$ cat src/sv/fplm_pkg.sv
// Shared types and constants for the frame pacing and latency monitor.
package fplm_pkg;

  localparam int TIME_BITS  = 48;
  localparam int COUNT_BITS = 32;
  localparam int STAT_BITS  = 32;
  localparam int TOTAL_BITS = 64;
  localparam int KIND_BITS  = 2;
  localparam int STAT_CODE_BITS = 2;
  localparam int CFG_INDEX_BITS = 2;

  localparam logic [STAT_BITS-1:0] STAT_MAX          = '1;
  localparam logic [STAT_BITS-1:0] STALE_LIMIT_RESET = STAT_BITS'(100000);

  localparam logic [KIND_BITS-1:0] KIND_PUBLISH = 2'd0;
  localparam logic [KIND_BITS-1:0] KIND_ACK     = 2'd1;
  localparam logic [KIND_BITS-1:0] KIND_QUERY   = 2'd2;

  localparam logic [STAT_CODE_BITS-1:0] STATUS_OK       = 2'd0;
  localparam logic [STAT_CODE_BITS-1:0] STATUS_REJECTED = 2'd1;
  localparam logic [STAT_CODE_BITS-1:0] STATUS_IGNORED  = 2'd2;

  localparam logic [CFG_INDEX_BITS-1:0] CFG_STALE_LIMIT     = 2'd0;
  localparam logic [CFG_INDEX_BITS-1:0] CFG_TARGET_INTERVAL = 2'd1;

  typedef struct packed {
    logic [KIND_BITS-1:0] kind;
    logic [TIME_BITS-1:0] timestamp_us;
    logic [STAT_BITS-1:0] ack_id;
  } in_t;

  typedef struct packed {
    logic [STAT_CODE_BITS-1:0] status;
    logic [STAT_BITS-1:0]      latest_frame;
    logic                      stale;
    logic [STAT_BITS-1:0]      age_us;
    logic [STAT_BITS-1:0]      last_interval_us;
    logic [STAT_BITS-1:0]      worst_interval_us;
    logic [STAT_BITS-1:0]      mean_interval_us;
    logic [STAT_BITS-1:0]      late_count;
    logic [STAT_BITS-1:0]      superseded_count;
    logic [STAT_BITS-1:0]      last_latency_us;
    logic [STAT_BITS-1:0]      worst_latency_us;
    logic [STAT_BITS-1:0]      mean_latency_us;
  } out_t;

endpackage

$ cat src/sv/frame_pacing_latency_monitor_core.sv
// Frame pacing and latency monitor: event sequencer with a shared serial divider.
//
// Usage: events (publish, acknowledge, query) arrive on in_valid/in_ready with
// in_data; each gives exactly one result on out_valid/out_ready with out_data.
// Registers stale_limit_us (index 0) and target_interval_us (index 1) are written
// on cfg_valid/cfg_ready; cfg_ready is always high. A zero stale limit is dropped.
// One event at a time: in_ready is high only while the block is idle.
// The result goes from the execute state straight to the output register for a
// rejected publish, an ignored acknowledge, a query or a first publish; when a
// running mean is updated, the 64-step restoring divider runs in between (one
// quotient bit per cycle over the 64-bit total).
// A stalled receiver holds the result in the output register; no new request is
// taken until it is accepted.
// Reset (rst, synchronous) clears all statistics, loads the stale limit with
// 100000 and the target interval with zero; no clearing pass is needed.
module frame_pacing_latency_monitor_core (
  input  logic                          clk,
  input  logic                          rst,
  input  logic                          in_valid,
  output logic                          in_ready,
  input  fplm_pkg::in_t                 in_data,
  output logic                          out_valid,
  input  logic                          out_ready,
  output fplm_pkg::out_t                out_data,
  input  logic                          cfg_valid,
  output logic                          cfg_ready,
  input  logic [fplm_pkg::CFG_INDEX_BITS-1:0] cfg_index,
  input  logic [fplm_pkg::STAT_BITS-1:0]      cfg_data
);
  import fplm_pkg::*;

  localparam int STEP_BITS = $clog2(TOTAL_BITS);

  typedef enum logic [1:0] {S_IDLE, S_EXEC, S_DIV, S_DONE} state_t;

  state_t state;

  logic [STAT_BITS-1:0]  stale_limit;
  logic [STAT_BITS-1:0]  target_interval;

  in_t                   req;
  logic [TIME_BITS-1:0]  last_time;
  logic [STAT_BITS-1:0]  latest_id;
  logic                  have_frame;
  logic                  frame_seen;
  logic [TOTAL_BITS-1:0] interval_total;
  logic [COUNT_BITS-1:0] published_count;
  logic [TOTAL_BITS-1:0] latency_total;
  logic [COUNT_BITS-1:0] acked_count;
  logic [STAT_BITS-1:0]  interval_last, interval_worst, interval_mean;
  logic [STAT_BITS-1:0]  latency_last, latency_worst, latency_mean;
  logic [STAT_BITS-1:0]  late_total;
  logic [STAT_BITS-1:0]  superseded_total;

  logic [STAT_CODE_BITS-1:0] status;
  logic                      stale;
  logic [STAT_BITS-1:0]      age;

  // divider: num holds dividend, quotient bits shift in at the bottom
  logic [TOTAL_BITS-1:0] div_num;
  logic [COUNT_BITS-1:0] div_den;
  logic [COUNT_BITS-1:0] div_rem;
  logic [STEP_BITS-1:0]  div_step;
  logic                  div_lat;

  // execute-stage arithmetic
  logic [TIME_BITS-1:0]  diff;
  logic                  later;
  logic [STAT_BITS-1:0]  diff_sat;
  logic [TIME_BITS-1:0]  age_full;
  logic                  ts_older;
  logic                  id_match;
  logic [TOTAL_BITS-1:0] interval_total_next;
  logic [TOTAL_BITS-1:0] latency_total_next;
  logic [COUNT_BITS-1:0] acked_count_next;
  logic                  pub_ok;
  logic                  ack_ok;
  logic                  div_start;
  logic [STAT_CODE_BITS-1:0] status_next;
  logic [STAT_BITS-1:0]  age_next;
  logic                  stale_next;

  logic [COUNT_BITS:0]   rem_shift;
  logic [COUNT_BITS:0]   rem_diff;
  logic                  rem_fits;

  always_comb begin
    diff     = req.timestamp_us - last_time;
    later    = req.timestamp_us > last_time;
    ts_older = req.timestamp_us < last_time;
    diff_sat = (diff > TIME_BITS'(STAT_MAX)) ? STAT_MAX : diff[STAT_BITS-1:0];
    age_full = (have_frame && later) ? diff : '0;
    id_match = have_frame && (req.ack_id == latest_id);
    interval_total_next = interval_total + TOTAL_BITS'(diff_sat);
    latency_total_next  = latency_total + TOTAL_BITS'(later ? diff_sat : '0);
    acked_count_next    = acked_count + COUNT_BITS'(1);
    pub_ok = (req.kind == KIND_PUBLISH) && !(have_frame && ts_older);
    ack_ok = (req.kind == KIND_ACK) && id_match;
    status_next = STATUS_OK;
    if (req.kind == KIND_PUBLISH && !pub_ok) status_next = STATUS_REJECTED;
    else if (req.kind == KIND_ACK && !ack_ok) status_next = STATUS_IGNORED;
    // a taken publish moves the frame time to the request, so its age is zero
    age_next   = pub_ok ? '0 : ((age_full > TIME_BITS'(STAT_MAX)) ? STAT_MAX
                                                                 : age_full[STAT_BITS-1:0]);
    stale_next = !pub_ok && (age_full > TIME_BITS'(stale_limit));
    div_start  = (pub_ok && have_frame && published_count != '0) ||
                 (ack_ok && acked_count_next != '0);
    rem_shift = {div_rem, div_num[TOTAL_BITS-1]};
    rem_diff  = rem_shift - {1'b0, div_den};
    rem_fits  = rem_shift >= {1'b0, div_den};
  end

  assign in_ready  = (state == S_IDLE);
  assign out_valid = (state == S_DONE);
  assign cfg_ready = 1'b1;

  always_comb begin
    out_data.status            = status;
    out_data.latest_frame      = latest_id;
    out_data.stale             = stale;
    out_data.age_us            = age;
    out_data.last_interval_us  = interval_last;
    out_data.worst_interval_us = interval_worst;
    out_data.mean_interval_us  = interval_mean;
    out_data.late_count        = late_total;
    out_data.superseded_count  = superseded_total;
    out_data.last_latency_us   = latency_last;
    out_data.worst_latency_us  = latency_worst;
    out_data.mean_latency_us   = latency_mean;
  end

  always_ff @(posedge clk) begin
    if (rst) begin
      state            <= S_IDLE;
      stale_limit      <= STALE_LIMIT_RESET;
      target_interval  <= '0;
      last_time        <= '0;
      latest_id        <= '0;
      have_frame       <= 1'b0;
      frame_seen       <= 1'b1;
      interval_total   <= '0;
      published_count  <= '0;
      latency_total    <= '0;
      acked_count      <= '0;
      interval_last    <= '0;
      interval_worst   <= '0;
      interval_mean    <= '0;
      latency_last     <= '0;
      latency_worst    <= '0;
      latency_mean     <= '0;
      late_total       <= '0;
      superseded_total <= '0;
      div_step         <= '0;
    end else begin
      if (cfg_valid && cfg_ready) begin
        unique case (cfg_index)
          CFG_STALE_LIMIT: begin
            if (cfg_data != '0) stale_limit <= cfg_data;
          end
          CFG_TARGET_INTERVAL: target_interval <= cfg_data;
          default: ;
        endcase
      end

      unique case (state)
        S_IDLE: begin
          if (in_valid) begin
            req   <= in_data;
            state <= S_EXEC;
          end
        end

        S_EXEC: begin
          status   <= status_next;
          age      <= age_next;
          stale    <= stale_next;
          div_step <= '0;
          div_rem  <= '0;
          state    <= div_start ? S_DIV : S_DONE;
          case (req.kind)
            KIND_PUBLISH: begin
              if (pub_ok) begin
                if (have_frame) begin
                  interval_last  <= diff_sat;
                  if (diff_sat > interval_worst) interval_worst <= diff_sat;
                  interval_total <= interval_total_next;
                  if (target_interval != '0 && diff_sat > target_interval)
                    late_total <= late_total + STAT_BITS'(1);
                  // mean over intervals: count before this publish
                  if (published_count == '0) begin
                    interval_mean <= '0;
                  end else begin
                    div_num <= interval_total_next;
                    div_den <= published_count;
                    div_lat <= 1'b0;
                  end
                end
                if (!frame_seen) superseded_total <= superseded_total + STAT_BITS'(1);
                latest_id       <= latest_id + STAT_BITS'(1);
                last_time       <= req.timestamp_us;
                have_frame      <= 1'b1;
                frame_seen      <= 1'b0;
                published_count <= published_count + COUNT_BITS'(1);
              end
            end
            KIND_ACK: begin
              if (ack_ok) begin
                frame_seen    <= 1'b1;
                latency_last  <= later ? diff_sat : '0;
                if ((later ? diff_sat : '0) > latency_worst)
                  latency_worst <= later ? diff_sat : '0;
                acked_count   <= acked_count_next;
                latency_total <= latency_total_next;
                if (acked_count_next == '0) begin
                  latency_mean <= '0;
                end else begin
                  div_num <= latency_total_next;
                  div_den <= acked_count_next;
                  div_lat <= 1'b1;
                end
              end
            end
            default: ;
          endcase
        end

        S_DIV: begin
          // one restoring step per cycle
          div_rem  <= rem_fits ? rem_diff[COUNT_BITS-1:0] : rem_shift[COUNT_BITS-1:0];
          div_num  <= {div_num[TOTAL_BITS-2:0], rem_fits};
          div_step <= div_step + STEP_BITS'(1);
          if (div_step == '1) begin
            if (div_lat) latency_mean <= {div_num[STAT_BITS-2:0], rem_fits};
            else         interval_mean <= {div_num[STAT_BITS-2:0], rem_fits};
            state <= S_DONE;
          end
        end

        S_DONE: begin
          if (out_ready) state <= S_IDLE;
        end

        default: state <= S_IDLE;
      endcase
    end
  end

endmodule

$ cat config.mk
export PLATFORM = sky130hd
export DESIGN_NAME = frame_pacing_latency_monitor_core
export DESIGN_NICKNAME = d
export VERILOG_FILES = /design/src/sv/fplm_pkg.sv /design/src/sv/frame_pacing_latency_monitor_core.sv
export SDC_FILE = /design/constraint.sdc
export NUM_CORES = 2
export LEC_CHECK = 0
export BUFFER_PORTS_ARGS = -buffer_cell sky130_fd_sc_hd__buf_2
export CORE_ASPECT_RATIO = 0.5
export CORE_UTILIZATION = 45
export CTS_CLUSTER_SIZE = 16
export DETAILED_ROUTE_END_ITERATION = 10
export GPL_ROUTABILITY_DRIVEN = 0
export GPL_TIMING_DRIVEN = 1
export PLACE_DENSITY = 0.62
export SYNTH_ARGS = -nofsm -noshare
export SYNTH_HDL_FRONTEND = slang
export SYNTH_SLANG_ARGS = --single-unit
$ cat constraint.sdc
create_clock -name clk -period 7.98 [get_ports clk]
set_input_delay 0 -clock clk [delete_from_list [all_inputs] [get_ports clk]]
set_output_delay 0 -clock clk [all_outputs]
set_load 0.02 [all_outputs]
## Word-level counts from Yosys, hierarchy flattened

Cells that the tools add are included.

| word-level totals | value |
|---|---|
| register bits | 848 |
| input port bits | 121 |
| output and inout bits | 326 |
| logic and storage cells | 175 |

| cells by class | value |
|---|---|
| add/subtract/negate cells | 10 |
| order comparisons | 9 |
| equal/unequal tests | 30 |
| muxes and demuxes | 49 |
| bitwise logic cells | 2 |
| reductions and logical operators | 45 |

Operators by type and width:

| operator | count |
|---|---|
| 32-bit two-way mux | 21 |
| 64-bit two-way mux | 5 |
| 32-bit one-hot mux with 2 select lines | 4 |
| 64-bit one-hot mux with 2 select lines | 2 |
| 32-bit by 1-bit adder with 32-bit output, second input constant | 5 |
| 64-bit by 32-bit adder with 64-bit output | 2 |
| 32-bit nonzero test | 4 |
| 32-bit greater-than comparator | 3 |
| 48-bit by 32-bit greater-than comparator with 1-bit output, second input constant | 2 |
| 32-bit zero test | 2 |
| 48-bit by 32-bit greater-than comparator with 1-bit output | 1 |
| 48-bit greater-than comparator | 1 |
| 48-bit < comparator | 1 |
| 48-bit two-way mux | 1 |
| 48-bit subtractor | 1 |
| 33-bit by 32-bit greater-or-equal comparator with 1-bit output | 1 |
| 32-bit == test | 1 |
| 2-bit != test, second input constant | 16 |
| 32-bit subtractor | 1 |
| 3-bit != test, second input constant | 6 |
| 4-bit AND reduction | 4 |
| 8-bit AND reduction | 2 |
| 3-bit AND reduction | 5 |
| 1-bit logical AND | 12 |
| other kinds (19) | 42 |

## Depth between registers and ports, before layout

| depth | value |
|---|---|
| depth after elaboration | 9 |
| depth in mapped cells | 34 |
| depth with buffers taken out | 31 |

## Worst setup path before layout

Ideal clock, no wire load.

| path | value |
|---|---|
| path kind | register to register |
| start point | register req[32] (netlist name) |
| end point | register div_num[56] (data pin) |
| data arrival time | 7.418 ns |
| setup slack | 0.382 ns |
| cell stages (with the launch flop) | 34 |
| path buffers | 2 |
| period minus slack after synthesis | 7.598 ns |
| cell sequence | edfxtp_1 > inv_1 > ha_1 > inv_1 > fa_1 > a21o_1 > a21oi_2 > o41a_1 > a311o_2 > a311oi_2 > o21ai_2 > mux2i_1 > a211o_1 > or3_1 > nor2_1 > clkbuf_1 > and2_1 > inv_1 > ha_1 > clkbuf_1 > a21o_1 > a21o_1 > a21o_1 > a221o_1 > a21oi_1 > o211ai_1 > a21oi_1 > o21ai_0 > o41ai_1 > nor3_1 > nand2_1 > nor2_1 > xnor2_1 > a221oi_1 |

| on the way | value |
|---|---|
| cells in the longest elaborated chain, start to end | 9 |
| elaborated cells between the ends (all ways) | 14 |
| those cells by class | add/sub (3); order compare (2); mux (9) |

RTL lines:

| what | RTL line | source |
|---|---|---|
| start: declaration | frame_pacing_latency_monitor_core.sv:41 | `in_t req;` |
| start signal: assignment | frame_pacing_latency_monitor_core.sv:168 | `req <= in_data;` |
| 48-bit subtractor (*) | frame_pacing_latency_monitor_core.sv:88 | `diff = req.timestamp_us - last_time;` |
| 48-bit by 32-bit greater-than comparator with 1-bit output | frame_pacing_latency_monitor_core.sv:91 | `diff_sat = (diff > TIME_BITS'(STAT_MAX)) ? STAT_MAX : diff[STAT_BITS-1:0];` |
| 32-bit two-way mux (*) | frame_pacing_latency_monitor_core.sv:91 |  |
| net diff_sat[11] | frame_pacing_latency_monitor_core.sv:69 | `logic [STAT_BITS-1:0] diff_sat;` |
| 32-bit two-way mux / 64-bit by 32-bit adder with 64-bit output (equally long branches) | frame_pacing_latency_monitor_core.sv:95, frame_pacing_latency_monitor_core.sv:94 |  |
| 64-bit by 32-bit adder with 64-bit output / 64-bit two-way mux (equally long branches) | frame_pacing_latency_monitor_core.sv:95, frame_pacing_latency_monitor_core.sv:190 |  |
| 64-bit two-way mux (on tied branches) | frame_pacing_latency_monitor_core.sv:214, frame_pacing_latency_monitor_core.sv:183 |  |
| 64-bit two-way mux (on tied branches) | frame_pacing_latency_monitor_core.sv:207, frame_pacing_latency_monitor_core.sv:182 |  |
| 64-bit one-hot mux with 2 select lines (*) | frame_pacing_latency_monitor_core.sv:180 | `case (req.kind)` |
| 64-bit one-hot mux with 2 select lines (*) | frame_pacing_latency_monitor_core.sv:165 | `unique case (state)` |
| end signal: assignment | frame_pacing_latency_monitor_core.sv:193 | `div_num <= interval_total_next;` |
| end signal: assignment | frame_pacing_latency_monitor_core.sv:217 | `div_num <= latency_total_next;` |
| end signal: assignment | frame_pacing_latency_monitor_core.sv:230 | `div_num <= {div_num[TOTAL_BITS-2:0], rem_fits};` |
| end: declaration | frame_pacing_latency_monitor_core.sv:60 | `logic [TOTAL_BITS-1:0] div_num;` |

The timed path passes the listed nets; every way through them passes the cells marked *. The select of a mux whose other input is x is not followed.
A chain may end at the register's enable or synchronous reset.

## Worst setup path in the final report

| path | value |
|---|---|
| start point | register req[32] (netlist name) |
| end point | register div_num[57] (data pin) |

The elaborated chain is that of the path after synthesis.

==> impl_results.md <==
* Status: complete, no violations
* Fmax at 130 MHz
* Clock tree from TritonCTS: yes
* Clk sink count at 848
* Max-cap violations at 0
* Hold depth at 2
* Synth top area cells: dfxtp_1 25%, edfxtp_1 16%, ha_1 7.4%, nor2_1 5.8%, a21oi_1 5.5%
* Worst Reg-to-Reg Cells at 31
* Antenna violations before repair at 10
* Routed WL per cell at 20.5 um
* Post-synthesis compound-gate area fraction at 15.4%
* FF+latch count, synth at 848
* Fill cell count at 9654
* Initial Util at 45.8%
* Root Driver: clkbuf_16
* Routing usage on met3 at 4.93%
* Slew Limit Fails at 0
* RSZ-0062 raised after global routing: false
* Fraction of synthesized area in multiplexers at 2.67%
* Cell count after synthesis at 5612
* Starting DRT DRC Count at 4428
* Most used routing layer in global routing: met2
* Place WS at -0.217 ns
* Worst slew pin tran at 1.27 ns
* Pwr dens at 225 nW/um^2
* Final net count at 6517
* Htree depth at 3
* Synth top cells by count: 732 x nor2_1, 663 x nand2_1, 602 x dfxtp_1, 518 x a21oi_1, 310 x inv_1
* Io pins at 447
* Clock skew at 0.0288 ns
* Total GRT Usage at 28.3%
* CP Max Fanout at 21
* Setup crit end kind: flop
* FP Rows at 83
* Fin crit period at 7.71 ns
* Setup WS post-layout at 0.273 ns
* Setup TNS at 0 ns
* Top cell type's share of synthesized area at 25.5%
* Final setup fails at 0
* Hpwl dp at 115000 um
* Die Wd at 461 um
* HP Class: in2reg
* Die area at 107000 um^2
* Final Hold Viols at 0
* First-pass GRT wire length at 236000 um
* ANT nets after route at 0
* Die Ht at 231 um
* Met2 GRT Util at 44.8%
* Port Buf Inserts at 445
* Most instantiated library cell after synthesis: nor2_1
* Synthesized Nets at 6018
* Inserted Clock Buffers at 83
* CORE AREA at 103000 um^2
* Worst setup SP type: flop
* LEAKAGE at 0.0220 uW
* Slew margin rel. at 14.9%
* Synth warnings at 0
* EDFF count, synth at 246
* Critical path type: reg2reg
* GR Overflow Total at 0
* Area occupied by multi-input gates at 25800 um^2
* Commonest register cell after synthesis: dfxtp_1
* DR pass1 iterations at 8
* Post-Synth Simple-Gate Area at 21.4%
* Post-DP Area at 51000 um^2
* Post-synthesis cell area at 47300 um^2
* Clock Pin Slew Worst Setup and Hold Paths at 0.07 ns
* CTS Buffer Depth at 3
* Crit path largest cell delay at 0.50 ns
* Via count at 43.4k
* Worst EP required at 8.54 ns
* Vias per inst at 5.72
* Post-Route Utilization at 53.7%
* Synth Area in XOR/XNOR at 7.00%
* Post-Layout Inst Area at 55600 um^2
* Total Routed Length at 156000 um
* Post-Synth Adder-Cell Area at 7.60%
* Largest net degree at the start of global routing at 144
* Layout cells sized above 1 at 12.7%
* CP arrival at 8.26 ns
* Avg Cell Area, Syn at 8.43 um^2
* Yosys cell types at 105
* Met1 Use GR at 38.5%
* Drc violations at 0
* Peak supply drop at 0.189 mV
* Largest area contributor in the netlist: dfxtp_1
* Area growth, synth to finish at 17.5%
* Largest family of logic cells by synthesized area: simple AND/OR/NAND/NOR gates
* Register area share after synthesis at 41.1%
* Seq. cell area at 19400 um^2
* Crit share post-route at 96.6%
* Worst-skew pair later-pin latency at 0.70 ns
* Vias in the first global route at 40.4k
* Crit path max-delay cell type: a311o_2
* Async SR Flop Fraction at 0%
-- stage by stage --
stage	hold WS, ns	power (uW)	instances
final	0.0335	12500	7587
after global routing	0.0192	13100	7586
after CTS	0.000579	12500	7580
after detailed placement	0.178	8290	7264
after global placement	0.177	8230	7264
after floorplan	0.0989	7180	5612
-- cell families (layout without fill, tap and decap cells) --
family,Yosys count,after routing
AO/OA/AOI/OAI,1193,1193
XOR/XNOR,378,378
adder cells (fa/ha/maj),285,285
buffers and inverters,595,1163
flip-flops,848,848
multiplexers,120,120
other,1,6
AND/OR/NAND/NOR,2192,2192
-- layout by cell type, fill, tap and decap left out, types with 12 or more instances in the layout --
cell / instances
edfxtp_1: 246
nor2_1: 726
dlygate4sd3_1: 162
nand2b_1: 55
a21o_1: 102
nand4_1: 123
o21a_1: 29
or4_1: 13
nor3_1: 57
o31ai_1: 15
a31oi_1: 17
or3_1: 64
nor2b_1: 59
mux2_2: 16
xnor2_1: 160
a21oi_1: 515
o21bai_1: 21
and4_1: 19
nand3b_1: 12
nor3_2: 12
ha_1: 280
dfxtp_1: 602
o211ai_1: 18
o21ai_0: 247
clkbuf_16: 91
buf_2: 444
nand2_1: 660
clkinv_2: 12
xor2_1: 218
inv_1: 310
and2_1: 42
a211oi_1: 71
buf_4: 89
clkbuf_1: 22
and3_1: 65
mux2i_1: 92
nor4_1: 58
nand3_1: 163
-- critical path, delay by kind of cell, from the launching register on --
kind / cells / cell delay (ns)
multiplexers: 1 / 0.14
adder cells (fa/ha/maj): 3 / 0.84
AND/OR/NAND/NOR: 8 / 1.87
flip-flops: 1 / 0.35
buffers and inverters: 7 / 1.14
AO/OA/AOI/OAI: 12 / 3.23
-- final timing paths --
kind	start	endpoint	slack [ns]
hold / removal	in_data[63]	req[63]	0.03
setup / recovery	req[32]	div_num[57]	0.27
hold reg to reg	latency_last[0]	latency_last[0]	0.45
setup reg to reg	req[32]	div_num[57]	0.27
-- repair_timing --
item	in CTS	in global routing
endpoints found under the hold margin	281	0
pin swaps	0	2
hold buffers	162	0
resized for setup	3	28
endpoints found under the setup margin	24	78
setup buffers	0	2
-- registers in the layout, summed over array words and instances, names as in the netlist, 6 cells and up --
register,count
acked_count,32
age,32
div_den,32
div_num,64
div_rem,32
div_step,6
interval_last,32
interval_mean,32
interval_total,64
interval_worst,32
last_time,48
late_total,32
latency_last,32
latency_mean,32
latency_total,64
latency_worst,32
latest_id,32
published_count,32
req,82
stale_limit,32
superseded_total,32
target_interval,32
-- final cells by class --
class	instances	area share, %
Antenna cell	5	0.0225
Timing Repair Buffer	698	8.21
Tap cell	1402	3.16
Clock inverter	36	0.686
Multi-Input combinational cell	4169	46.5
Inverter	311	2.10
Sequential cell	848	35.0
Clock buffer	118	4.37
-- where the power goes --
part	internal, uW	switching (uW)
Sequential	4860	176
Clock	2340	1840
Combinational	1070	2240
-- per-layer routing --
layer  part of all wire (%)  vias up
li1                       -    20500
met1                     44    20900
met2                     45     1613
met3                    7.3      316
met4                    4.0        6
met5                  0.024        -
(Power assumes the default switching activity.)
